$ cat src/ltr_pkg.sv
// ----------------------------------------------------------------------------
// Line-aligned trace ring: shared definitions
// Sizes, request codes and the command word passed from front end to engine.
// ----------------------------------------------------------------------------
package ltr_pkg;

  localparam int unsigned RING_DEPTH = 4096;
  localparam int unsigned ADDR_W     = $clog2(RING_DEPTH);
  // Length and count fields are 13 bits wide, enough to hold RING_DEPTH itself.
  localparam int unsigned CNT_W      = 13;
  localparam int unsigned TOTAL_W    = 64;

  localparam logic [CNT_W-1:0] DEPTH_CNT = CNT_W'(RING_DEPTH);
  localparam logic [7:0]       NEWLINE   = 8'h0A;

  // Encoding of func_i
  localparam logic [1:0] FUNC_WRITE = 2'd0;
  localparam logic [1:0] FUNC_OPEN  = 2'd1;
  localparam logic [1:0] FUNC_READ  = 2'd2;

  typedef enum logic [1:0] {
    OP_WRITE,
    OP_OPEN,
    OP_READ
  } ltr_op_e;

  typedef struct packed {
    ltr_op_e          op;
    logic [7:0]       data;
    logic [CNT_W-1:0] len;   // already saturated to RING_DEPTH
  } ltr_cmd_t;

endpackage

$ cat src/ltr_front.sv
// ----------------------------------------------------------------------------
// Line-aligned trace ring: front end
// Accepts requests, drops the unused selector, saturates the open length.
// ----------------------------------------------------------------------------
module ltr_front import ltr_pkg::*; (
  input  logic              in_valid_i,
  output logic              in_ready_o,
  input  logic [1:0]        func_i,
  input  logic [7:0]        write_byte_i,
  input  logic [CNT_W-1:0]  request_length_i,
  output logic              push_valid_o,
  input  logic              push_ready_i,
  output ltr_cmd_t          push_cmd_o
);

  logic is_nop;

  always_comb begin
    is_nop          = 1'b0;
    push_cmd_o.op   = OP_WRITE;
    push_cmd_o.data = write_byte_i;
    push_cmd_o.len  = (request_length_i > DEPTH_CNT) ? DEPTH_CNT : request_length_i;
    unique case (func_i)
      FUNC_WRITE: push_cmd_o.op = OP_WRITE;
      FUNC_OPEN:  push_cmd_o.op = OP_OPEN;
      FUNC_READ:  push_cmd_o.op = OP_READ;
      default:    is_nop = 1'b1;
    endcase
  end

  // Unused selector is swallowed without touching the queue.
  assign push_valid_o = in_valid_i && !is_nop;
  assign in_ready_o   = push_ready_i || is_nop;

endmodule

$ cat config.mk
export PLATFORM = sky130hd
export DESIGN_NAME = ltr_front
export DESIGN_NICKNAME = d
export VERILOG_FILES = /design/src/ltr_pkg.sv /design/src/ltr_front.sv
export SDC_FILE = /design/constraint.sdc
export NUM_CORES = 1
export LEC_CHECK = 0
export ABC_CLOCK_PERIOD_IN_PS = 800
export BUFFER_PORTS_ARGS = -buffer_cell sky130_fd_sc_hd__clkbuf_2
export CAP_MARGIN = 20
export CORE_AREA = 2 2 39 41
export DETAILED_ROUTE_END_ITERATION = 8
export DIE_AREA = 0 0 41 43
export PLACE_DENSITY = 0.61
export SYNTH_ARGS = -nofsm -noshare
export SYNTH_HDL_FRONTEND = slang
export SYNTH_SLANG_ARGS = --single-unit
$ cat constraint.sdc
create_clock -name vclk -period 0.8
set_input_delay 0.12 -clock vclk [all_inputs]
set_output_delay 0.12 -clock vclk [all_outputs]
set_load 0.02 [all_outputs]
### Word level (Yosys, flattened, before mapping)

Index checks and enable logic that the tools add are counted.

* flip-flop bits (word level): 0
* latch bits: 0
* RAM bits: 0
* bits in read-only memories: 0
* input bits: 25
* output and inout bits: 25
* logic and storage cells: 10
* memories kept: 0

* add/subtract/negate cells: 0
* multiply operators: 0
* div/mod/pow operators: 0
* order comparisons: 1
* equality and inequality tests: 2
* shift-type cells: 0
* multiplexer cells: 3
* bitwise operators: 0
* reductions and logical operators: 4

Operators with widths (number)
* 13-bit > comparator (second input constant): 1
* 13-bit two-way mux: 1
* 2-bit case mux with 2 select lines: 1
* 3-bit OR reduction: 1
* 2-bit by 1-bit equality test with 1-bit output (second input constant): 1
* 2-bit equality test (second input constant): 1
* 2-bit zero test: 1
* 1-bit logical AND: 1
* 1-bit logical OR: 1
* 1-bit two-way mux: 1

### Logic depth before layout (Yosys ltp)

* depth after elaboration: 4
* gate-level depth with buffers: 2
* depth with buffers taken out: 1

### Least setup slack after synthesis

No wires, ideal clock.

* path type: input -> output
* from: input in_valid_i
* to: output push_valid_o
* data arrival time: 629 ps
* required time: 680 ps
* setup slack: 51 ps
* stages on the path: 1
* buffers on the path: 0
* cell sequence: a21boi_0

* cells in the longest elaborated chain, start to end: 1

RTL lines
* start, declared: RTL line ltr_front.sv:6 `input logic in_valid_i,`
* 1-bit logical AND: RTL line ltr_front.sv:32 `assign push_valid_o = in_valid_i && !is_nop;`
* end, declared: RTL line ltr_front.sv:11 `output logic push_valid_o,`

No other way between the ends.

==> flow_summary.ini <==
[run_status]
status = finished clean

[layout]
final_nets = 79
finish.instance_area_um2 = 349
nClkBuffers = 0
final_util_pct = 25.2
drive_gt1_share_pct = 88.5
seq_area_um2 = 0
n_sequential_cell = 0
layoutNonFillerInstCount = 68
antennaDiodeCount = 0
area_growth_pct = 71.2

[detailed_routing]
drc_errors = 0
viasPerCell = 3.51
drt_iter0_markers = 0
routed_wirelength_um = 472
drt_first_pass_iters = 1
routedWlPerCell_um = 6.94
dr_total_vias = 239
antenna_left = 0

[placed_design]
globalplace.congestion = 0.663
port_buffers = 34
pre_cts_ws_ns = 0.0225
dp_cells = 68
postPlaceCellArea_um2 = 347

[power_and_ir_drop]
power_density_nw_per_um2 = 600
ir_worst_vdd_mv = 0.188
p_total_mw = 0.209
cellLeakagePower_nw = 0.213

[grt]
track_usage_pct = 5.09
grt_pass1_vias = 203
antenna_found_initial = 0
grt_pass1_wl_um = 703
grt_max_degree = 11
overflow = 0

[sta]
period_share_pct = 96.0
fin_ws_ns = 0.0324
slew_headroom_pct = 91.1
fmax_mhz = 1300
period_needed_ns = 0.768
final_hold_viol_count = 0
drv_slew = 0
setup_violations = 0
setup_tns_ns = 0
hold_ws_ns = 0.240
tightest_slew_ns = 0.133

[worst_setup_path]
crit_top_cell = clkbuf_2
crit_path_cell_trace = clkbuf_2 > buf_12 > nor2b_2 > clkbuf_2
endpoint = push_cmd_o[7]
critPathCaptureType = primary output
cp.buffers_inverters = 3
arrival_ns = 0.65
cp.depth = 4
crit_path_top_delay_cell = clkbuf_2
cp-start-kind = input port
critPathMaxFanout = 10
worst_path_largest_cell_delay_ns = 0.17
critPathKind = input port to primary output
worstPathRequired_ns = 0.68
path_delay_family = buffers and inverters
crit_start = request_length_i[12]

[cts]
post_cts_resized = 0
cts_hold_buffers = 0
post_cts_buffers = 0

[yosys]
synthTopCellsByArea = nor2b_2, buf_4, nor2b_1
syn-cell-area_um2 = 204
synth_cells = 26
yosysWarnings = 0
syn_avg_cell_area_um2 = 7.84
synth.distinct_cells = 8
yosysSeqAreaShare_pct = 0
synth_top_area_share_pct = 42.9
synth_top_area_cell = nor2b_2
syn-num-nets = 51

[run]
maxCapViolations = 0

[die]
die-width_um = 41
start_util_pct = 14.7
boundaryPins = 50
rows = 14
core-area_um2 = 1380
dieArea_um2 = 1760
die_y_um = 43

[worst_hold_path]
hp-class = input port to primary output
synthesized netlist by cell type:
cell	number
buf_6	1
a21o_1	1
nor2b_1	3
clkbuf_1	1
buf_4	8
a21boi_0	1
nor2b_2	10
and2b_1	1
cell usage in the layout (no fill, tap or decap):
master / n
a21boi_0: 1
a21o_1: 1
and2b_1: 1
buf_12: 1
buf_2: 2
buf_4: 2
clkbuf_2: 31
nor2b_1: 3
nor2b_2: 10
area by class of cell:
cell class | count | area, um2
fillers | 156 | 1030
repair buffers | 36 | 200
multi-input cells | 16 | 129
well taps | 16 | 20.0
layer usage:
metal | vias up | part of all wire (%) | routed length (um) | GRT usage, %
li1 | 122 | - | - | -
met1 | 90 | 34 | 160 | 4.43
met2 | 27 | 46 | 217 | 10.3
met3 | 0 | 20 | 94 | 1.05
met5 | - | 0 | 0 | 0
met4 | 0 | 0 | 0 | 1.33
where the power goes:
part | switching, mW | internal, mW | total [mW] | leakage [nW]
clock | 0 | 0 | 0 | 0
combinational | 0.108 | 0.101 | 0.209 | 0.213
sequential | 0 | 0 | 0 | 0
total | 0.108 | 0.101 | 0.209 | 0.213
kinds of logic (layout without fill, tap and decap cells):
family	after synthesis	in the layout	share of synthesized area (%)
simple gates	14	14	55.8
buf+inv	10	36	36.8
compound gates	2	2	7.36
worst min-delay path by stage:
stage | startpoint | end | slack [ns] | depth (start not counted)
final | write_byte_i[4] | push_cmd_o[17] | 0.24 | 0
after global routing | write_byte_i[0] | push_cmd_o[13] | 0.24 | 0
after CTS | write_byte_i[2] | push_cmd_o[15] | 0.24 | 0
after detailed placement | write_byte_i[2] | push_cmd_o[15] | 0.24 | 0
after global placement | write_byte_i[2] | push_cmd_o[15] | 0.24 | 0
after floorplan | request_length_i[12] | push_cmd_o[1] | 0.32 | 1
(Power assumes the default switching activity.)
