===== config.mk =====
export PLATFORM = sky130hd
export DESIGN_NAME = ltr_queue
export DESIGN_NICKNAME = d
export VERILOG_FILES = /design/src/ltr_pkg.sv /design/src/ltr_queue.sv
export SDC_FILE = /design/constraint.sdc
export NUM_CORES = 1
export LEC_CHECK = 0
export BUFFER_PORTS_ARGS = -buffer_cell sky130_fd_sc_hd__clkbuf_2
export CAP_MARGIN = 20
export CORE_MARGIN = 2
export CORE_UTILIZATION = 45
export DETAILED_ROUTE_END_ITERATION = 10
export PLACE_DENSITY_LB_ADDON = 0.2
export SYNTH_ARGS = -nofsm -noshare
export SYNTH_HDL_FRONTEND = slang
export SYNTH_SLANG_ARGS = --single-unit

===== constraint.sdc =====
create_clock -name clk_i -period 2.7 [get_ports clk_i]
set_input_delay 0 -clock clk_i [delete_from_list [all_inputs] [get_ports clk_i]]
set_output_delay 0 -clock clk_i [all_outputs]
set_load 0.05 [all_outputs]

===== src/ltr_pkg.sv =====
// ----------------------------------------------------------------------------
// Line-aligned trace ring: shared definitions
// Sizes, request codes and the command word passed from front end to engine.
// ----------------------------------------------------------------------------
package ltr_pkg;

  localparam int unsigned RING_DEPTH = 4096;
  localparam int unsigned ADDR_W     = $clog2(RING_DEPTH);
  // Length and count fields are 13 bits wide, enough to hold RING_DEPTH itself.
  localparam int unsigned CNT_W      = 13;
  localparam int unsigned TOTAL_W    = 64;

  localparam logic [CNT_W-1:0] DEPTH_CNT = CNT_W'(RING_DEPTH);
  localparam logic [7:0]       NEWLINE   = 8'h0A;

  // Encoding of func_i
  localparam logic [1:0] FUNC_WRITE = 2'd0;
  localparam logic [1:0] FUNC_OPEN  = 2'd1;
  localparam logic [1:0] FUNC_READ  = 2'd2;

  typedef enum logic [1:0] {
    OP_WRITE,
    OP_OPEN,
    OP_READ
  } ltr_op_e;

  typedef struct packed {
    ltr_op_e          op;
    logic [7:0]       data;
    logic [CNT_W-1:0] len;   // already saturated to RING_DEPTH
  } ltr_cmd_t;

endpackage


===== src/ltr_queue.sv =====
// ----------------------------------------------------------------------------
// Line-aligned trace ring: command queue
// Two-entry FIFO decoupling the front end from the engine.
// ----------------------------------------------------------------------------
module ltr_queue import ltr_pkg::*; (
  input  logic     clk_i,
  input  logic     rst_ni,
  input  logic     push_valid_i,
  output logic     push_ready_o,
  input  ltr_cmd_t push_cmd_i,
  output logic     pop_valid_o,
  input  logic     pop_ready_i,
  output ltr_cmd_t pop_cmd_o
);

  ltr_cmd_t   entry_q [2];
  logic       wr_ptr_q, wr_ptr_d;
  logic       rd_ptr_q, rd_ptr_d;
  logic [1:0] cnt_q, cnt_d;
  logic       do_push, do_pop;

  assign push_ready_o = (cnt_q != 2'd2);
  assign pop_valid_o  = (cnt_q != 2'd0);
  assign pop_cmd_o    = entry_q[rd_ptr_q];

  assign do_push = push_valid_i && push_ready_o;
  assign do_pop  = pop_valid_o && pop_ready_i;

  always_comb begin
    wr_ptr_d = do_push ? ~wr_ptr_q : wr_ptr_q;
    rd_ptr_d = do_pop  ? ~rd_ptr_q : rd_ptr_q;
    cnt_d    = cnt_q + {1'b0, do_push} - {1'b0, do_pop};
  end

  always_ff @(posedge clk_i or negedge rst_ni) begin
    if (!rst_ni) begin
      wr_ptr_q <= 1'b0;
      rd_ptr_q <= 1'b0;
      cnt_q    <= 2'd0;
    end else begin
      wr_ptr_q <= wr_ptr_d;
      rd_ptr_q <= rd_ptr_d;
      cnt_q    <= cnt_d;
    end
  end

  always_ff @(posedge clk_i) begin
    if (do_push) begin
      entry_q[wr_ptr_q] <= push_cmd_i;
    end
  end

endmodule


Word level (Yosys, flattened, before mapping)
Memory sizes are Yosys's and may differ from the RTL's.
Index checks and enable logic that the tools add are counted.
{ "word_totals": {"elab_cells": 14, "out_inout_bits": 25, "mem_bits_rw": 46, "mem_count": 1, "ff_bits": 4} }
{ "classes": {"eq_ne": 1, "bitwise": 2, "n_addsub": 2, "n_mux": 2, "reduce_logical": 3} }
{ "memory_table": {"columns": ["memory", "words", "word_bits", "rd", "rd_ports_with_merged_regs", "write_ports", "line_no", "text"], "rows": [
  ["entry_q", 2, 23, 1, 0, 1, "ltr_queue.sv:16", "ltr_cmd_t entry_q [2];"]
]} }
{ "op_table": {"columns": ["cell", "count"], "rows": [
  ["$add 2x1->2", 1],
  ["$logic_and 1x1->1", 2],
  ["$mux 1", 2],
  ["$ne 2x2->1 const B", 1],
  ["$not 1->1", 2],
  ["$reduce_bool 2->1", 1],
  ["$sub 2x1->2", 1]
]} }

Longest topological paths before layout
{ "depth": {"depth_word": 4, "ltp_mapped": 7, "depth_no_buf": 7} }

Least setup slack after synthesis
Ideal clock, no wire load.
{ "synth_path": {"path_kind": "reg-to-reg", "startpoint": "register cnt_q[0]", "endpoint": "memory entry_q[0][0] in the netlist's numbering, enable pin", "required_ps": 2297, "arrival_ps": 2007, "slack_ps": 290, "path_stages_with_launch": 4, "path_cell_list": "dfrtp_1 -> nand2b_1 -> nand2_1 -> nor2_1"} }
{ "synth_between": {"elab_chain_cells": 4} }
{ "synth_rtl": {"columns": ["item", "line_no", "text"], "rows": [
  ["start: declaration", "ltr_queue.sv:19", "logic [1:0] cnt_q, cnt_d;"],
  ["start signal: assignment", "ltr_queue.sv:43", "cnt_q <= cnt_d;"],
  ["$ne 2x2->1", "ltr_queue.sv:22", "assign push_ready_o = (cnt_q != 2'd2);"],
  ["net push_ready_o", "ltr_queue.sv:9", "output logic push_ready_o,"],
  ["$logic_and 1x1->1", "ltr_queue.sv:26", "assign do_push = push_valid_i && push_ready_o;"],
  ["$mux 1", "ltr_queue.sv:48", "if (do_push) begin"],
  ["$mux 1 (implied by the code)", "ltr_queue.sv:49", "entry_q[wr_ptr_q] <= push_cmd_i;"],
  ["end: declaration", "ltr_queue.sv:16", null]
]} }
The timed path passes the listed nets, and every way through them passes these cells.

==> qor.yml <==
run_status:
  status: "finished, final reports clean"
power_and_ir_drop:
  peakVddDrop_v: 0.000605
  combinationalPowerShare_pct: 46.9
  swShare_pct: 41.4
  internal_power_uw: 1750
  p_leak_uw: 0.00108
  seqPwrFrac_pct: 39.1
  p_sw_uw: 1240
  total_power_uw: 2990
  clkPwrFrac_pct: 14.1
  powerDensity_nw_per_um2: 1150
sta:
  fmax_ghz: 0.531
  rsz0062_at_grt: "no"
  finalSetupTns_ns: 0
  fin_crit_sh_pct: 69.7
  maxSlewHeadroom_pct: 57.6
  min_period_ns: 1.88
  fin_skew_ns: 0.00418
  hold_slack_ns: 0.0250
  slew_viol_final: 0
  finalHoldViolCount: 0
  tightest_slew_ns: 0.637
  setup_viol: 0
cts:
  ctsResizeCount: 0
  cts.sinks: 50
  clk_pin_slew_worst_paths_ns: 0.08
  cts_tree: "built"
  root_buffer: "clkbuf_8"
  clock_path_buffers: 2
  htreeDepth: 2
  cts_made_buffers: 5
  clk_latency_ns: 0.28
critical_path:
  critPathMaxStageDelay_ns: 0.76
  crit_chain: "buf_12, mux2_1, clkbuf_2"
  cp-end-kind: "output port"
  worstPathRequired_ns: 2.70
  path_buf_inv: 2
  crit_path_top_delay_cell: "dfrtp_1"
  crit_type: "reg -> out"
  cp_max_fo: 15
  critPathTopFamily: "flip-flops"
  crit_path_start_kind: "flip-flop"
  worstPathArrival_ns: 1.88
detailed_routing:
  drt_iter0_drc: 24
  ant_nets: 0
  wl_microns: 3180
  route.detailed.drc: 0
  viasPerCell: 4.70
  first_pass_iters: 3
  wl_per_cell_microns: 14.3
  num_vias: 1044
hold_path:
  hp-class: "in -> reg"
finish:
  final_cells: 222
  n_antenna_cell: 0
  fin_nets: 200
  area_growth_pct: 33.6
  drive_above_1_share_pct: 47.7
  final_area_sq_um: 2600
floorplan:
  die_y_microns: 69.7
  ioPinCount: 52
  coreArea_sq_um: 4090
  dieWidth_microns: 69.7
  rows: 23
  initial_core_util_pct: 47.6
  die_area_sq_um: 4860
placed_design:
  place_congestion: 0.691
  dpl.hpwl_microns: 2230
  placed_area_sq_um: 2270
  io_buffers: 51
  post-place-cells: 190
global_routing:
  grt_use_met3_pct: 4.22
  use_met2_pct: 25.5
  grt_pass1_wl_microns: 5260
  grt_max_degree: 16
  busiest_layer: "met2"
  antenna_found_initial: 0
  gr-usage-met1_pct: 15.8
  grt_usage_pct: 14.1
  grt_pass1_vias: 1159
  overflow: 0
synthesis:
  yosysSeqAreaShare_pct: 76.2
  synthesis.area_sq_um: 1940
  ys_ff_latch: 50
  synth_nets: 118
  yosysUniqueCellTypes: 15
  syn_inst: 89
  yosys_warnings: 0
  postSynthAreaPerCell_sq_um: 21.8
run:
  cap_violations: 0
## state kept, by name, summed over array words and instances (netlist names)
signal / count
rd_ptr_q: 1
wr_ptr_q: 1
cnt_q: 2
entry_q: 46
## power groups by stage
stage | registers [uW] | clock network, uW | logic, uW
floorplan | 1130 | 0 | 1180
global placement | 1170 | 0 | 1370
detailed placement | 1180 | 0 | 1390
CTS | 1170 | 433 | 1420
global route | 1190 | 466 | 1470
finish | 1170 | 420 | 1400
## synthesized netlist by cell type
| cell | instances | area [sq um] |
|---|---|---|
| edfxtp_1 | 46 | 1380 |
| mux2_4 | 19 | 285 |
| dfrtp_1 | 4 | 100 |
| mux2_1 | 4 | 45.0 |
| buf_6 | 3 | 33.8 |
| xnor2_1 | 3 | 26.3 |
| ha_1 | 2 | 25.0 |
| and2_4 | 1 | 8.76 |
| and3_1 | 1 | 6.26 |
| inv_1 | 1 | 3.75 |
| nand2_1 | 1 | 3.75 |
| nand2b_1 | 1 | 6.26 |
| nor2_1 | 1 | 3.75 |
| or2_1 | 1 | 6.26 |
| xor2_1 | 1 | 8.76 |
## metal layers
layer	share of wire (%)	routed length, microns
met5	0	0
met4	0.66	21
met3	4.1	129
met2	56	1770
met1	40	1260
## worst reg2reg max path, delay by kind of cell (launching register included)
family	cells	cell delay [ns]
fa+ha+maj	2	0.47
flops	1	0.42
buf+inv	1	0.04
simple gates	2	0.42
xor+xnor	2	0.32
## cell type report
class	count	area [sq um]
inverter	1	3.75
clock inverter	1	5.00
clock buffer	7	86.3
fill	307	1490
sequential	50	1480
multi-input combinational	35	428
tap	50	62.6
timing repair buffer	78	531
## cells by family after synthesis
family,after synthesis,share of synthesized area [%]
flops,50,76.2
mux,23,17.0
simple gates,6,1.80
xor+xnor,4,1.80
buf+inv,4,1.93
fa+ha+maj,2,1.29
## metrics by stage
step	setup WS [ns]	utilization, %
final	0.817	63.6
after global placement	1.08	55.5
after CTS	0.781	63.6
after global routing	0.728	63.6
after floorplan	0.290	-
after detailed placement	0.967	55.5
## worst paths after layout
kind / from / endpoint / slack (ns) / cells past startpoint
setup reg to reg: cnt_q[1]$_DFF_PN0_ / cnt_q[1]$_DFF_PN0_ / 0.96 / 7
min in group asynchronous: rst_ni / cnt_q[1]$_DFF_PN0_ / 0.05 / 2
hold / removal: pop_ready_i / rd_ptr_q$_DFFE_PN0P_ / 0.03 / 3
setup / recovery: rd_ptr_q$_DFFE_PN0P_ / pop_cmd_o[22] / 0.82 / 3
hold reg to reg: cnt_q[0]$_DFF_PN0_ / cnt_q[0]$_DFF_PN0_ / 0.54 / 1
max in group asynchronous: rst_ni / rd_ptr_q$_DFFE_PN0P_ / 2.52 / 2
## cell usage in the layout (no fill, tap or decap)
cell type      netlist  final
inv_1                1      1
clkbuf_8             0      6
clkinv_2             0      1
mux2_1               4      4
edfxtp_1            46     46
buf_12               0      1
dfrtp_1              4      4
ha_1                 2      2
dlygate4sd3_1        0     24
and2_4               1      1
nor2_2               0      1
nand2_1              1      1
buf_4                0      2
mux2_4              19     19
xor2_1               1      1
nand2b_1             1      1
xnor2_1              3      3
or2_1                1      1
clkbuf_1             0      1
clkbuf_2             0     51
and3_1               1      1
## what timing repair did
item / 4_1_cts / 5_1_grt
endpoints found under the hold margin: 50 / 0
setup buffers: 0 / 0
hold buffers: 24 / 0
setup endpoints to repair: 0 / 0
No activity file was read; power rests on OpenSTA's default activity.
